`src/sv/lfo_pkg.sv`:
```
`timescale 1ns / 1ps
// ----------------------------------------------------------------------------
// lfo_pkg: shared types and constants of the LFO wave generator
// Register indexes, sequencer states, divider handshake and Horner reciprocals.
// ----------------------------------------------------------------------------
package lfo_pkg;

  // Defaults of the top-level parameters
  localparam int MaxPeriodDef = 4096;
  localparam int LevelBitsDef = 16;

  // Configuration port
  localparam int PerW   = 13;  // period_length register width
  localparam int CfgW   = 13;  // widest register
  localparam int CfgIdxW = 1;

  localparam logic [CfgIdxW-1:0] RegWaveform = 1'd0;
  localparam logic [CfgIdxW-1:0] RegPeriod   = 1'd1;

  // Reset values of the registers
  localparam logic [PerW-1:0] PeriodRst = 13'd256;

  // Shared divider
  localparam int DivW  = 48;
  localparam int DivCntW = $clog2(DivW + 1);

  // Fixed-point cosine, Q2.30
  localparam logic [31:0] TwoPiLo = 32'h921F_B544;  // low word of 2*pi*2^30
  localparam int HornerSteps = 9;
  localparam int HornerCntW = 4;

  typedef enum logic [3:0] {
    ST_IDLE,
    ST_LOAD,
    ST_TDIV,
    ST_XDIV,
    ST_MA,
    ST_MB,
    ST_MC,
    ST_HM,
    ST_HD,
    ST_HW,
    ST_FIN,
    ST_DONE
  } lfo_state_e;

  typedef struct packed {
    logic             start;
    logic [DivW-1:0]  num;
    logic [PerW-1:0]  den;
  } lfo_div_req_t;

  typedef struct packed {
    logic             busy;
    logic             done;
    logic [DivW-1:0]  quot;
  } lfo_div_rsp_t;

  // Reciprocal of the divisor n*(n-1) of Horner step k (n = 2k), rounded up.
  // With d <= 2^l and shift 32 + l, (p * recip) >> shift equals floor(p / d)
  // for every p below 2^32.
  function automatic logic [32:0] horner_recip(input logic [HornerCntW-1:0] k);
    logic [32:0] r;
    case (k)
      4'd9:    r = 33'(((66'd1 << 41) + 66'd305) / 66'd306);
      4'd8:    r = 33'(((66'd1 << 40) + 66'd239) / 66'd240);
      4'd7:    r = 33'(((66'd1 << 40) + 66'd181) / 66'd182);
      4'd6:    r = 33'(((66'd1 << 40) + 66'd131) / 66'd132);
      4'd5:    r = 33'(((66'd1 << 39) + 66'd89) / 66'd90);
      4'd4:    r = 33'(((66'd1 << 38) + 66'd55) / 66'd56);
      4'd3:    r = 33'(((66'd1 << 37) + 66'd29) / 66'd30);
      4'd2:    r = 33'(((66'd1 << 36) + 66'd11) / 66'd12);
      4'd1:    r = 33'(((66'd1 << 33) + 66'd1) / 66'd2);
      default: r = 33'd0;
    endcase
    return r;
  endfunction

  // Right shift that goes with horner_recip
  function automatic logic [5:0] horner_shift(input logic [HornerCntW-1:0] k);
    logic [5:0] s;
    case (k)
      4'd9:    s = 6'd41;
      4'd8:    s = 6'd40;
      4'd7:    s = 6'd40;
      4'd6:    s = 6'd40;
      4'd5:    s = 6'd39;
      4'd4:    s = 6'd38;
      4'd3:    s = 6'd37;
      4'd2:    s = 6'd36;
      4'd1:    s = 6'd33;
      default: s = 6'd33;
    endcase
    return s;
  endfunction

endpackage

```
`src/sv/lfo_div.sv`:
```
`timescale 1ns / 1ps
// ----------------------------------------------------------------------------
// lfo_div: restoring divider, one quotient bit per cycle
// Divides a DivW-bit numerator by a PerW-bit divisor.
// ----------------------------------------------------------------------------
module lfo_div (
  input  logic                  clk_i,
  input  logic                  rst_ni,
  input  lfo_pkg::lfo_div_req_t req_i,
  output lfo_pkg::lfo_div_rsp_t rsp_o
);

  logic [lfo_pkg::DivW-1:0]    num_q, num_d;
  logic [lfo_pkg::PerW-1:0]    den_q, den_d;
  logic [lfo_pkg::PerW:0]      rem_q, rem_d;
  logic [lfo_pkg::DivCntW-1:0] cnt_q, cnt_d;
  logic                        busy_q, busy_d;
  logic                        done_q, done_d;
  logic [lfo_pkg::PerW:0]      rem_sh;
  logic                        fits;

  // Shift in the next numerator bit and try to subtract
  assign rem_sh = {rem_q[lfo_pkg::PerW-1:0], num_q[lfo_pkg::DivW-1]};
  assign fits   = rem_sh >= {1'b0, den_q};

  always_comb begin
    num_d  = num_q;
    den_d  = den_q;
    rem_d  = rem_q;
    cnt_d  = cnt_q;
    busy_d = busy_q;
    done_d = 1'b0;
    if (req_i.start) begin
      num_d  = req_i.num;
      den_d  = req_i.den;
      rem_d  = '0;
      cnt_d  = lfo_pkg::DivCntW'(lfo_pkg::DivW);
      busy_d = 1'b1;
    end else if (busy_q) begin
      rem_d = fits ? rem_sh - {1'b0, den_q} : rem_sh;
      num_d = {num_q[lfo_pkg::DivW-2:0], fits};
      cnt_d = cnt_q - 1'b1;
      if (cnt_q == lfo_pkg::DivCntW'(1)) begin
        busy_d = 1'b0;
        done_d = 1'b1;
      end
    end
  end

  always_ff @(posedge clk_i or negedge rst_ni) begin
    if (!rst_ni) begin
      busy_q <= 1'b0;
      done_q <= 1'b0;
      cnt_q  <= '0;
    end else begin
      busy_q <= busy_d;
      done_q <= done_d;
      cnt_q  <= cnt_d;
    end
  end

  always_ff @(posedge clk_i) begin
    num_q <= num_d;
    den_q <= den_d;
    rem_q <= rem_d;
  end

  assign rsp_o.busy = busy_q;
  assign rsp_o.done = done_q;
  assign rsp_o.quot = num_q;

endmodule

```
`config.mk`:
```
export PLATFORM = sky130hd
export DESIGN_NAME = lfo_div
export DESIGN_NICKNAME = d
export VERILOG_FILES = /design/src/sv/lfo_pkg.sv /design/src/sv/lfo_div.sv
export SDC_FILE = /design/constraint.sdc
export NUM_CORES = 1
export LEC_CHECK = 0
export ABC_AREA = 1
export BUFFER_PORTS_ARGS = -buffer_cell sky130_fd_sc_hd__buf_2
export CAP_MARGIN = 20
export CORE_ASPECT_RATIO = 1.2
export CORE_MARGIN = 5
export CORE_UTILIZATION = 57
export DETAILED_ROUTE_END_ITERATION = 8
export GPL_TIMING_DRIVEN = 1
export HOLD_SLACK_MARGIN = 0.1
export PLACE_DENSITY = 0.85
export SYNTH_ARGS = -nofsm -noshare
export SYNTH_HDL_FRONTEND = slang
export SYNTH_SLANG_ARGS = --single-unit
```
`constraint.sdc`:
```
create_clock -name clk_i -period 2.8 [get_ports clk_i]
set_input_delay 0.14 -clock clk_i [delete_from_list [all_inputs] [get_ports clk_i]]
set_output_delay 0.14 -clock clk_i [all_outputs]
set_load 0.01 [all_outputs]
```
==> impl_metrics.toml <==
[logic_synthesis]
synth_top_family_by_area = "simple AND/OR/NAND/NOR gates"
synthMuxAreaShare_pct = 0
syn-num-nets = 606
synthTopCellsByArea = "edfxtp_1, nand2_1, dfxtp_1"
netlist-cell-type-count = 32
syn_area_sq_um = 4340
netlist_instances = 526
yosys_warnings = 0
synth_area_leader_cell = "edfxtp_1"
syn_area_per_cell_sq_um = 8.25
yosysTopAreaCellShare_pct = 42.2
yosysSeqAreaShare_pct = 52.8
synth_adder_area_share_pct = 4.79
synth-simple-area-share_pct = 30.5
synthXorXnorAreaFrac_pct = 1.41
synth_compound_gate_area_share_pct = 2.02
ys_ff_latch = 82

[global_routing]
gr-total-overflow = 0
track_usage_pct = 33.9
grt_pass1_vias = 4691
grt_max_degree = 37
antenna_found_initial = 0
grt_pass1_wl_mm = 24.0

[cts]
clkSlewWorstSetupHoldPaths_ns = 0.09
cts_tree = "done"
post_cts_resize_count = 0
postCtsSetupBuffers = 0
cts_num_sinks = 82
cts_buffers = 9
cts_root_buf = "clkbuf_8"
cts_buffer_depth = 2
insertion_delay_ns = 0.37
htreeDepth = 3

[routing]
wl_per_cell_um = 19.6
finalWirelength_mm = 15.5
drtPass1Iterations = 5
ant_nets = 0
drt-initial-drc-count = 612
viasPerCell = 5.82
drcViolationCount = 0
vias = 4611

[worst_setup_path]
critical_path_arrival_ns = 2.45
critical_path.max_stage_delay_ns = 0.42
endpoint_kind = "flop"
crit_type = "flop to flop"
start_kind = "flop"
crit_chain = "inv_1 -> ha_1 -> fa_1 -> inv_1 -> nand2_1 -> nand3_2 -> nand2_2 -> nand3_4 -> nand2_1 -> nand2_1 -> o21ai_1"
r2r-start = "num_q[47]"
crit_start = "num_q[47]"
critPathSlowestCell = "fa_1"
cpMostUsedCell = "nand2_1"
path_max_fanout = 15
required_ns = 3.05

[sta]
fmax_mhz = 455
fin_crit_sh_pct = 78.5
setup-violations-final = 0
fin_ws_ns = 0.602
relSlewSlack_pct = 22.5
fin_tns_setup_ns = 0
grt_setup_unrepaired = "no"
slew_violations = 0
timing_hold_violations_final = 0
min_period_ns = 2.20
skew_ns = 0.0150
worst_slew_pin_slew_ns = 1.16

[die]
die_y_um = 106
die-area_sq_um = 9460
fp.dieW_um = 89.6
start_util_pct = 59.3
ios = 114
num_rows = 34
core_area_sq_um = 7320

[pwr]
clkPwrFrac_pct = 23.2
powerDensity_nw_per_um2 = 684
intPower_w = 0.00245
comb_power_share_pct = 35.6
p_switching_w = 0.00150
pwr-share-seq_pct = 41.1
peakVddDrop_v = 0.000450
p_leak_nw = 3.04
switching_share_pct = 38.0

[place]
dp_slack_ns = 0.712
portBuffers = 113
place_congestion = 0.943
place_hpwl_mm = 8.27

[finish]
final_common_cell = "nand2_1"
drive_gt1_share_pct = 21.9
num-nets-final = 777
syn2layout_area_growth_pct = 33.4
num_antenna_cells = 0
final_util_pct = 79.1
final_cell_mix = "nand2_1, buf_2, inv_1"

[run_status]
status = "complete, no violations"

[worst_hold_path]
min_path_type = "input pin to flop"
hp-start = "req_i[15]"

[job]
cap_violations = 0
## stage by stage
step | total power [W] | hold slack (ns) | cells | instance area, sq um
after floorplan | 0.00253 | -0.156 | 526 | 4340
after global placement | 0.00281 | -0.0135 | 716 | 4980
after detailed placement | 0.00287 | -0.00894 | 716 | 4980
after CTS | 0.00381 | 0.100 | 791 | 5780
after global routing | 0.00415 | 0.0691 | 792 | 5790
final | 0.00396 | 0.0779 | 792 | 5790
## logic make-up (layout without fill, tap and decap cells)
| group | count (synthesis) | count (layout) |
|---|---|---|
| flip-flops | 82 | 82 |
| AO/OA/AOI/OAI | 15 | 15 |
| adder cells (fa/ha/maj) | 16 | 16 |
| buffers and inverters | 92 | 268 |
| AND/OR/NAND/NOR | 314 | 314 |
| XOR/XNOR | 7 | 7 |
## critical path: cells and delay by family (launching register included)
family / cells / cell delay [ns]
AOI/OAI and AO/OA: 1 / 0.08
adders and majority gates: 2 / 0.64
buffers and inverters: 2 / 0.19
DFF: 1 / 0.38
and+or+nand+nor: 6 / 0.77
## per-layer routing
metal  GRT usage, %  part of all wire, %
met5              0                    0
met4           20.3                  6.4
met3           10.4                   12
met2           55.1                   49
met1           38.1                   33
## power by group through the flow
stage,combinational [W],clock (W),sequential [W]
4_1_cts,0.00132,0.000891,0.00160
6_report,0.00141,0.000920,0.00163
5_1_grt,0.00155,0.000965,0.00164
3_5_place_dp,0.00125,0,0.00162
2_1_floorplan,0.000896,0,0.00163
3_3_place_gp,0.00119,0,0.00162
## state kept, by name, indices dropped and copies added, names as in the netlist
| register | flops |
|---|---|
| busy_q | 1 |
| rem_q | 13 |
| den_q | 13 |
| done_q | 1 |
| num_q | 48 |
| cnt_q | 6 |
## timing repair
item	in CTS	in global routing
hold buffers	59	1
endpoints found under the setup margin	0	0
endpoints found under the hold margin	66	1
## synthesized netlist by cell type, drive strengths merged
master    n
xnor2     3
dfrtp     8
fa        1
clkinv    1
nor3      1
xor2      4
clkbuf   11
inv      72
a21oi     8
nor2     15
nand3    30
o22ai     1
buf       8
o21ai     6
nor4      1
dfxtp    13
ha       15
nand3b    1
nand4    16
nand2   250
edfxtp   61
## final cells by class
type / count / area (sq um)
timing repair buffer: 179 / 1220
clock buffer: 11 / 141
multi-input combinational: 352 / 1680
sequential: 82 / 2290
fill: 428 / 1530
clock inverter: 5 / 62.6
inverter: 73 / 274
tap: 90 / 113
## worst paths after layout
kind / endpoint / slack (ns) / cells after the start
max: rem_q[2] / 0.60 / 11
min: num_q[2] / 0.08 / 3
max reg2reg: rem_q[2] / 0.60 / 11
min reg2reg: rem_q[4] / 0.48 / 2
max in group asynchronous: cnt_q[3] / 2.45 / 2
min in group asynchronous: cnt_q[2] / 0.18 / 2
(Power assumes the default switching activity.)
